### config.mk
export PLATFORM = sky130hd
export DESIGN_NAME = ge3_ctrl
export DESIGN_NICKNAME = d
export VERILOG_FILES = /design/src/ge3_pkg.sv /design/src/ge3_ctrl.sv
export SDC_FILE = /design/constraint.sdc
export NUM_CORES = 1
export LEC_CHECK = 0
export BUFFER_PORTS_ARGS = -buffer_cell sky130_fd_sc_hd__buf_4
export CAP_MARGIN = 40
export CORE_UTILIZATION = 55
export CTS_CLUSTER_DIAMETER = 60
export DETAILED_ROUTE_END_ITERATION = 8
export PLACE_DENSITY_LB_ADDON = 0.2
export SLEW_MARGIN = 40
export SYNTH_ARGS = -nofsm -noshare
export SYNTH_HDL_FRONTEND = slang
export SYNTH_SLANG_ARGS = --single-unit
### constraint.sdc
create_clock -name clk -period 6.4 [get_ports clk]
set_input_delay 0.64 -clock clk [delete_from_list [all_inputs] [get_ports clk]]
set_output_delay 0.64 -clock clk [all_outputs]
set_load 0.01 [all_outputs]
### src/ge3_pkg.sv
// ge3_pkg: shared types, constants and helpers for the 3x3 grayscale erosion block
// no dependencies; used by ge3_ctrl, ge3_min_stage and grayscale_erode_3x3
`timescale 1ns / 1ps

package ge3_pkg;

    // field widths fixed by the stream format
    localparam int PIX_W        = 8;
    localparam int CFG_WIDTH_W  = 12;
    localparam int CFG_HEIGHT_W = 16;
    localparam int CFG_DATA_W   = 16;

    // effective frame size limits and reset values
    localparam int MIN_WIDTH    = 16;
    localparam int MIN_HEIGHT   = 3;
    localparam int RESET_WIDTH  = 640;
    localparam int RESET_HEIGHT = 480;

    // input command codes
    localparam logic CMD_PIXEL = 1'b0;
    localparam logic CMD_DRAIN = 1'b1;

    // configuration register indexes
    localparam logic REG_IMAGE_WIDTH  = 1'b0;
    localparam logic REG_IMAGE_HEIGHT = 1'b1;

    // one item travelling from the accept stage to the min stage
    typedef struct packed {
        logic             is_drain;
        logic             row_ge1;
        logic             row_eq1;
        logic             row_last;
        logic             col_first;
        logic             col_last;
        logic             drain_first;
        logic             drain_last;
        logic [PIX_W-1:0] pixel;
    } ge3_item_t;

    // one result beat waiting on the master side
    typedef struct packed {
        logic [PIX_W-1:0] pixel;
        logic             last_in_row;
        logic             last_in_frame;
        logic             last_of_run;
    } ge3_result_t;

    function automatic logic [PIX_W-1:0] min8(input logic [PIX_W-1:0] a,
                                              input logic [PIX_W-1:0] b);
        return (a < b) ? a : b;
    endfunction

endpackage

### src/ge3_ctrl.sv
// ge3_ctrl: configuration registers, frame position counters and the accept stage
// depends on ge3_pkg; drives the line store read port and the min stage item register
`timescale 1ns / 1ps

module ge3_ctrl #(
    parameter int MAX_WIDTH = 2048,
    parameter int AW        = 11
) (
    input  logic                                 clk,
    input  logic                                 rst_n,
    // input beats
    input  logic                                 s_axis_tvalid,
    output logic                                 s_axis_tready,
    input  logic [ge3_pkg::PIX_W-1:0]            s_axis_tdata,
    input  logic [0:0]                           s_axis_tuser,
    // configuration writes
    input  logic                                 cfg_valid,
    output logic                                 cfg_ready,
    input  logic [0:0]                           cfg_index,
    input  logic [ge3_pkg::CFG_DATA_W-1:0]       cfg_data,
    // line store read port
    output logic                                 rd_en,
    output logic [AW-1:0]                        rd_addr,
    // item handed to the min stage
    output logic                                 s1_valid,
    output ge3_pkg::ge3_item_t                   s1_item,
    output logic [AW-1:0]                        s1_addr,
    input  logic                                 s1_move
);

    // last column index for a programmed width, clamped to the legal range
    function automatic logic [AW-1:0] clamp_last_col(
        input logic [ge3_pkg::CFG_WIDTH_W-1:0] w);
        logic [31:0] wx;
        logic [31:0] lc;
        wx = 32'(w);
        if (wx < 32'(ge3_pkg::MIN_WIDTH))
            lc = 32'(ge3_pkg::MIN_WIDTH) - 32'd1;
        else if (wx > 32'(MAX_WIDTH))
            lc = 32'(MAX_WIDTH) - 32'd1;
        else
            lc = wx - 32'd1;
        return lc[AW-1:0];
    endfunction

    // last row index for a programmed height, at least two
    function automatic logic [ge3_pkg::CFG_HEIGHT_W-1:0] clamp_last_row(
        input logic [ge3_pkg::CFG_HEIGHT_W-1:0] h);
        if (h < ge3_pkg::CFG_HEIGHT_W'(ge3_pkg::MIN_HEIGHT))
            return ge3_pkg::CFG_HEIGHT_W'(ge3_pkg::MIN_HEIGHT - 1);
        else
            return h - ge3_pkg::CFG_HEIGHT_W'(1);
    endfunction

    logic [AW-1:0]                       last_col_reg,  last_col_next;
    logic [ge3_pkg::CFG_HEIGHT_W-1:0]    last_row_reg,  last_row_next;
    logic [AW-1:0]                       col_reg,       col_next;
    logic [ge3_pkg::CFG_HEIGHT_W-1:0]    row_reg,       row_next;
    logic [AW-1:0]                       drain_reg,     drain_next;
    logic                                draining_reg,  draining_next;
    logic                                s1_valid_reg,  s1_valid_next;
    ge3_pkg::ge3_item_t                  s1_item_reg,   s1_item_next;
    logic [AW-1:0]                       s1_addr_reg,   s1_addr_next;

    logic cfg_accept;
    logic in_accept;
    logic is_drain_cmd;
    logic load_stream;
    logic load_drain;
    logic col_last;
    logic row_last;
    logic drain_last;

    assign cfg_ready     = 1'b1;
    assign cfg_accept    = cfg_valid & cfg_ready;
    assign s_axis_tready = ~s1_valid_reg | s1_move;
    assign in_accept     = s_axis_tvalid & s_axis_tready;

    // decode the beat against the current position
    assign is_drain_cmd = (s_axis_tuser[0] == ge3_pkg::CMD_DRAIN);
    assign load_stream  = in_accept & ~is_drain_cmd & ~draining_reg;
    assign load_drain   = in_accept &  is_drain_cmd &  draining_reg;
    assign col_last     = (col_reg == last_col_reg);
    assign row_last     = (row_reg == last_row_reg);
    assign drain_last   = (drain_reg == last_col_reg);

    // line store read address: current column, or the column right of the drain window
    always_comb
    begin
        rd_en   = load_stream | load_drain;
        rd_addr = col_reg;
        if (load_drain)
        begin
            rd_addr = drain_last ? drain_reg : drain_reg + AW'(1);
        end
    end

    // next state of configuration, counters and the item register
    always_comb
    begin
        last_col_next = last_col_reg;
        last_row_next = last_row_reg;
        col_next      = col_reg;
        row_next      = row_reg;
        drain_next    = drain_reg;
        draining_next = draining_reg;
        s1_valid_next = s1_valid_reg;
        s1_item_next  = s1_item_reg;
        s1_addr_next  = s1_addr_reg;

        if (s1_move)
        begin
            s1_valid_next = 1'b0;
        end

        if (cfg_accept)
        begin
            case (cfg_index[0])
                ge3_pkg::REG_IMAGE_WIDTH:
                begin
                    last_col_next = clamp_last_col(cfg_data[ge3_pkg::CFG_WIDTH_W-1:0]);
                end
                ge3_pkg::REG_IMAGE_HEIGHT:
                begin
                    last_row_next = clamp_last_row(cfg_data);
                end
                default:
                begin
                    last_col_next = last_col_reg;
                end
            endcase
            col_next      = '0;
            row_next      = '0;
            drain_next    = '0;
            draining_next = 1'b0;
        end
        else if (load_stream)
        begin
            s1_valid_next              = 1'b1;
            s1_addr_next               = col_reg;
            s1_item_next.is_drain      = 1'b0;
            s1_item_next.row_ge1       = (row_reg != '0);
            s1_item_next.row_eq1       = (row_reg == ge3_pkg::CFG_HEIGHT_W'(1));
            s1_item_next.row_last      = row_last;
            s1_item_next.col_first     = (col_reg == '0);
            s1_item_next.col_last      = col_last;
            s1_item_next.drain_first   = 1'b0;
            s1_item_next.drain_last    = 1'b0;
            s1_item_next.pixel         = s_axis_tdata;
            if (col_last)
            begin
                col_next = '0;
                if (row_last)
                begin
                    row_next      = '0;
                    draining_next = 1'b1;
                    drain_next    = '0;
                end
                else
                begin
                    row_next = row_reg + ge3_pkg::CFG_HEIGHT_W'(1);
                end
            end
            else
            begin
                col_next = col_reg + AW'(1);
            end
        end
        else if (load_drain)
        begin
            s1_valid_next              = 1'b1;
            s1_addr_next               = drain_reg;
            s1_item_next.is_drain      = 1'b1;
            s1_item_next.row_ge1       = 1'b0;
            s1_item_next.row_eq1       = 1'b0;
            s1_item_next.row_last      = 1'b0;
            s1_item_next.col_first     = 1'b0;
            s1_item_next.col_last      = 1'b0;
            s1_item_next.drain_first   = (drain_reg == '0);
            s1_item_next.drain_last    = drain_last;
            s1_item_next.pixel         = s_axis_tdata;
            if (drain_last)
            begin
                drain_next    = '0;
                draining_next = 1'b0;
            end
            else
            begin
                drain_next = drain_reg + AW'(1);
            end
        end
    end

    // control registers
    always_ff @(posedge clk or negedge rst_n)
    begin
        if (!rst_n)
        begin
            last_col_reg <= clamp_last_col(ge3_pkg::CFG_WIDTH_W'(ge3_pkg::RESET_WIDTH));
            last_row_reg <= clamp_last_row(ge3_pkg::CFG_HEIGHT_W'(ge3_pkg::RESET_HEIGHT));
            col_reg      <= '0;
            row_reg      <= '0;
            drain_reg    <= '0;
            draining_reg <= 1'b0;
            s1_valid_reg <= 1'b0;
        end
        else
        begin
            last_col_reg <= last_col_next;
            last_row_reg <= last_row_next;
            col_reg      <= col_next;
            row_reg      <= row_next;
            drain_reg    <= drain_next;
            draining_reg <= draining_next;
            s1_valid_reg <= s1_valid_next;
        end
    end

    // item payload
    always_ff @(posedge clk)
    begin
        s1_item_reg <= s1_item_next;
        s1_addr_reg <= s1_addr_next;
    end

    assign s1_valid = s1_valid_reg;
    assign s1_item  = s1_item_reg;
    assign s1_addr  = s1_addr_reg;

endmodule

After elaboration in Yosys (flattened, before gate mapping)
Cells that the tools add are included.
{"block": "op_classes", "n_mux": 32, "add_sub_neg": 5, "n_bitwise": 12, "reduce_logical": 14, "eq_ne": 6, "n_lt_le_gt_ge": 3}
{"cell": "$mux W11", "count": 15}
{"cell": "$mux W16", "count": 6}
{"cell": "$add A11 B1 Y11 const B", "count": 2}
{"cell": "$eq A11 B11 Y1", "count": 2}
{"cell": "$logic_not A11 Y1", "count": 2}
{"cell": "$add A16 B1 Y16 const B", "count": 1}
{"cell": "$eq A16 B1 Y1 const B", "count": 1}
{"cell": "$eq A16 B16 Y1", "count": 1}
{"cell": "$lt A16 B2 Y1 const B", "count": 1}
{"cell": "$reduce_bool A16 Y1", "count": 1}
{"cell": "$sub A16 B1 Y16 const B", "count": 1}
{"cell": "$mux W15", "count": 1}
{"cell": "$gt A12 B12 Y1 const B", "count": 1}
{"cell": "$lt A12 B5 Y1 const B", "count": 1}
{"cell": "$sub A11 B1 Y11 const B", "count": 1}
{"cell": "$mux W1", "count": 10}
{"cell": "$reduce_and A2 Y1", "count": 4}
{"cell": "$ne A3 B2 Y1 const B", "count": 2}
{"cell": "$reduce_bool A2 Y1", "count": 3}
{"cell": "$reduce_bool A3 Y1", "count": 2}
{"cell": "$and A1 B1 Y1", "count": 5}
{"cell": "$not A1 Y1", "count": 5}
{"cell": "$reduce_and A4 Y1", "count": 1}
{"cell": "$reduce_and A3 Y1", "count": 1}
{"cell": "$or A1 B1 Y1", "count": 2}
{"block": "word_totals", "wordCells": 89, "in_bits": 31, "reg_bits": 94}

Logic depth before layout (Yosys ltp)
{"block": "logic_depth", "word_depth": 8, "ltp_mapped": 10, "mapped_depth_nobuf": 7}

Worst setup path after synthesis
No wires, ideal clock.
{"block": "synth_path", "path_kind": "in2reg", "start": "input s1_move", "end": "register s1_addr_reg[0], in the netlist s1_addr[0] (enable)", "required_ns": 5.989, "stages": 6, "arrival_ns": 2.713, "path_buffers": 2, "path_slack_ns": 3.276, "path_cell_list": "nand2b_1 and3_2 buf_6 clkbuf_1 nor2_1 nor2_1"}
{"block": "synth_via", "elab_chain_len": 6, "word_cells_on_any_way": 8, "cone_classes": "bitwise: 6; reduce/logical: 2"}
{"element": "from (decl)", "line_no": "ge3_ctrl.sv:28", "rtl": "input logic s1_move"}
{"element": "$or A1 B1 Y1 *", "line_no": "ge3_ctrl.sv:76", "rtl": "assign s_axis_tready = ~s1_valid_reg | s1_move;"}
{"element": "$and A1 B1 Y1 *", "line_no": "ge3_ctrl.sv:77", "rtl": "assign in_accept = s_axis_tvalid & s_axis_tready;"}
{"element": "$and A1 B1 Y1, on equally long branches (2 in a row)", "line_no": "ge3_ctrl.sv:81, ge3_ctrl.sv:82"}
{"element": "$reduce_bool A2 Y1 (no line) *"}
{"element": "$reduce_and A2 Y1 (no line) *"}
{"element": "to (signal assigned)", "line_no": "ge3_ctrl.sv:223", "rtl": "s1_addr_reg <= s1_addr_next;"}
{"element": "to (decl)", "line_no": "ge3_ctrl.sv:63", "rtl": "logic [AW-1:0] s1_addr_reg, s1_addr_next;"}
Mark *: on every way between the ends. The rest lies on a longest branch, timed or not.
A chain may end at the register's enable or synchronous reset.

Worst setup path in the final report
{"block": "layout_path", "start": "register drain_reg[4]", "end": "output rd_addr[0]"}
{"block": "layout_via", "elab_chain_len": 3}
{"element": "from (decl)", "line_no": "ge3_ctrl.sv:59", "rtl": "logic [AW-1:0] drain_reg, drain_next;"}
{"element": "from (signal assigned)", "line_no": "ge3_ctrl.sv:213", "rtl": "drain_reg <= drain_next;"}
{"element": "$eq A11 B11 Y1", "line_no": "ge3_ctrl.sv:85", "rtl": "assign drain_last = (drain_reg == last_col_reg);"}
{"element": "$mux W11", "line_no": "ge3_ctrl.sv:94", "rtl": "rd_addr = drain_last ? drain_reg : drain_reg + AW'(1);"}
{"element": "$mux W11", "line_no": "ge3_ctrl.sv:92", "rtl": "if (load_drain)"}
{"element": "to (decl)", "line_no": "ge3_ctrl.sv:23", "rtl": "output logic [AW-1:0] rd_addr,"}
Every way passes these cells.

==> results <==
- The flow ran to the end, and the final reports show no timing, DRC or antenna violations.
- The count of clock tree sinks is 94.
- For this run, the register share of the synthesized area comes to a little under half.
- Of the available clock period, the critical path in the final layout requires 49.5%.
- The destination of the worst register-to-register timing path is col_reg[4].
- For the worst-skew pair, the clock arrives at the later sink with an insertion delay of ~0.38 ns.
- For this design the top-level I/O count stands at 73.
- In this run, post-CTS repair resized a total of 0 instances.
- In this run the worst path has a maximum fanout of 10.
- Global routing consumed, on the met2 layer, between 40% and 50% of the routing resources.
- On the final layout, the worst clock skew is ~0.012 ns.
- At the worst endpoint, the arrival time is ~2.5 ns.
- STA classifies the critical path endpoint as an output port.
- The floorplan step defined a die boundary enclosing ~10000 sq um.
- The number of hold buffers added after cts is 0.
- The via count of the first global-routing pass is between 4000 and 5000.
- For this run, the slowest stage of the critical path takes 0.64 ns.
- The number of rows in the core area is 36.
- The count of buffers added on input and output ports is slightly above 70.
- Routability-driven placement finished with a final weighted congestion of about 0.92.
- The overall power is 0.00119 W.
- The number of antenna cells inserted is 0.
- After routing the design area is 6210 sq um.
- The leading cell type in the layout, fill and taps excluded is nand2_1.
- After global routing the overflow that remains totals 0.
- The startpoint class of the critical path is a flop.
- The average routed wire per standard cell is approximately 17 um.
- The maximum level of the CTS H-tree is 3.
- The initial antenna violation count was 0.
- The worst vdd rail ir drop is 0.000101 V.
- The net count of the mapped netlist is between 600 and 700.
- In the synthesized netlist, the number of instances is roughly 580.
- The critical register-to-register path startpoint is s1_valid.
- After detailed routing, the number of vias per cell comes to approximately 5.9.
- The number of different library cells used by synthesis comes to between 60 and 70.
- met2 is the most crowded layer.
- The placed standard-cell area is between 6000 and 7000 sq um.
- Power spread over the standard cell area amounts to between 150 and 200 nW/um^2.
- The leakage dissipation is around 2.6 nW.
- The post-synthesis register bit count is 94.
- In the final layout, the multi-input gates occupy 2730 sq um.
- The number of clock buffers added by TritonCTS is 9.
- At the end of the flow, the number of nets in the layout was around 670.
- The number of enable flip-flop cells after synthesis is 27.
- The synthesized netlist occupies a cell area of about 5500 sq um.
- In the synthesized netlist the dominant register cell turns out to be dfrtp_1.
- The post-route setup TNS is 0 ns.
- The worst hold path belongs to the class in2async.
- The worst register-to-register path has a setup slack of ~3.8 ns.
- The final cell utilization of the core is a little under two thirds.
- In the layout the commonest cells are nand2_1 (80), buf_4 (73), dfrtp_1 (51), o21ai_0 (50), nor2_1 (42).
- Setup repair after global routing left no endpoint under its margin.
- The met3 usage is under 10%.
- The HPWL after detailed placement is roughly 9.4 mm.
- The region available for standard cell placement spans about 10000 sq um.
- The measured slew at the worst slew-check pin is about 0.74 ns.
- The average cell area after synthesis is roughly 9.6 sq um.
- The time the worst path needs with I/O delays and setup is 3.17 ns.
- TritonCTS built the clock tree.
- The count of filler cells inserted in the layout is ~830.
- Headroom to the max-slew limit came out at around half.
- The count of nets left with antenna violations once routing finished came out at 0.
- The die is roughly 100 um wide.
- The class of the most critical setup path is reg2out.
- Entering global routing, the biggest net connects between 60 and 70 pins.
- The tool flagged a number of max-cap violations equal to 0.
- The final wirelength is between 10 and 15 mm.
- Compared with the post-synthesis result, the final layout area differs by 12.4%.
- The number of max-slew violations in the final report was 0.
- The worst reg2reg path depth is 6.
- For this design, the slowest cell found on the critical path is dfrtp_1.
- The initial core utilization is 56.7%.
- The async set or reset register ratio after synthesis is a little under three quarters.
- The clock-pin transition on the worst setup and hold timing paths is around 0.09 ns.
- Once the clock tree was built, the setup fixing pass inserted 0 buffers.
- The clock passes through at most 2 buffers.
- The hold violation count in the final report is 0.
- From bottom edge to top edge, the die measures 102 um.
- In the final layout, the share of cells above drive strength 1 is around a fifth.
- The first-iteration detailed-routing DRC count is around 300.
- The first global-routing pass estimated 21.6 mm of wire.
- The pre-antenna-repair detailed-routing pass consisted of 5 iterations.
- The remaining design rule violation count is 0.
- The setup-violating endpoint count in the final report is 0.
- The maximum achievable frequency is around 0.32 GHz.
- The total area of sequential cells is about 2500 sq um.
- The met1 routing resource usage after global routing is 40.1%.
- The signal on the critical path passes through xnor2_1 > nand3_1 > nor3_1 > inv_1 > ha_1 > o21ai_0 > buf_4.
- The clock root buffer is clkbuf_8.
- The data required time at the worst endpoint is approximately 5.8 ns.
- The number of warnings issued by yosys is 0.
- The via count is about 4500.
- For this run, the total global-route usage over all layers was measured as 27.4%.
[per-stage QoR]
stage	setup slack, ns	hold slack, ns	instances
3_3_place_gp	3.45	0.478	745
5_1_grt	3.10	0.295	762
4_1_cts	3.27	0.274	761
3_5_place_dp	3.41	0.482	745
6_report	3.23	0.255	762
2_1_floorplan	3.28	0.344	576
[critical path: cells and delay by family, from the launching register on]
family,cells,cell delay [ns]
AND/OR/NAND/NOR,2,0.35
flip-flops,1,0.64
XOR/XNOR,1,0.17
AO/OA/AOI/OAI,1,0.30
buffers and inverters,2,0.39
adder cells (fa/ha/maj),1,0.31
[area by class of cell]
type / instances / share of cell area [%]
inverters: 17 / 1.03
well taps: 133 / 2.68
repair buffers: 75 / 9.19
flip-flops and latches: 94 / 40.4
clock inverters: 6 / 0.625
clock buffers: 10 / 2.06
multi-input cells: 427 / 44.0
[power breakdown]
part           internal [W]  total [W]  switching [W]
combinational     0.0000624   0.000147      0.0000842
sequential         0.000656   0.000683      0.0000264
clock              0.000139   0.000360       0.000220
[worst max-delay path by stage]
stage	from	depth (start not counted)	slack, ns	to
after floorplan	s1_move	6	3.28	s1_addr[0]
after global placement	s1_move	7	3.45	drain_reg[9]
after detailed placement	s1_move	7	3.41	drain_reg[5]
after CTS	drain_reg[4]	7	3.27	rd_addr[0]
after global routing	drain_reg[4]	7	3.10	rd_addr[0]
final	drain_reg[4]	7	3.23	rd_addr[0]
[synthesized netlist by cell type (all sizes together), types with 2 or more instances]
| cell type | number | area share, % |
|---|---|---|
| dfrtp | 51 | 23 |
| or3 | 5 | 0.66 |
| nand2 | 80 | 5.4 |
| buf | 25 | 2.9 |
| nor3 | 13 | 1.6 |
| nand2b | 7 | 0.79 |
| o21ai | 52 | 4.7 |
| and4 | 4 | 0.63 |
| a21o | 7 | 0.95 |
| mux2i | 8 | 1.5 |
| nand4 | 9 | 1.0 |
| or4 | 5 | 0.70 |
| a211o | 2 | 0.34 |
| xnor2 | 36 | 5.7 |
| nor2 | 48 | 3.6 |
| a31oi | 5 | 0.57 |
| and3 | 17 | 2.0 |
| a21oi | 18 | 1.6 |
| clkbuf | 13 | 1.1 |
| nand3 | 16 | 1.5 |
| nand4b | 4 | 0.63 |
| xor2 | 35 | 5.7 |
| edfxtp | 27 | 15 |
| inv | 17 | 1.2 |
| nor4 | 18 | 2.9 |
| ha | 11 | 2.5 |
| a22oi | 2 | 0.27 |
| nand3b | 3 | 0.41 |
| dfstp | 16 | 7.6 |
| a211oi | 7 | 0.95 |
[metal layers]
layer,vias to the layer above,wire (um),part of all wire [%]
li1,2107,-,-
met1,2147,6030,46
met2,185,5970,45
met3,20,922,7.0
met4,0,247,1.9
met5,-,0,0
[cell families after synthesis]
logic type	count (synthesis)	share of synthesized area, %
buffers and inverters	55	5.12
AND/OR/NAND/NOR	234	22.8
AO/OA/AOI/OAI	102	11.3
adder cells (fa/ha/maj)	11	2.49
flip-flops	94	45.4
other	1	0.0679
multiplexers	8	1.45
XOR/XNOR	71	11.4
Power figures use the tool's default switching activity.
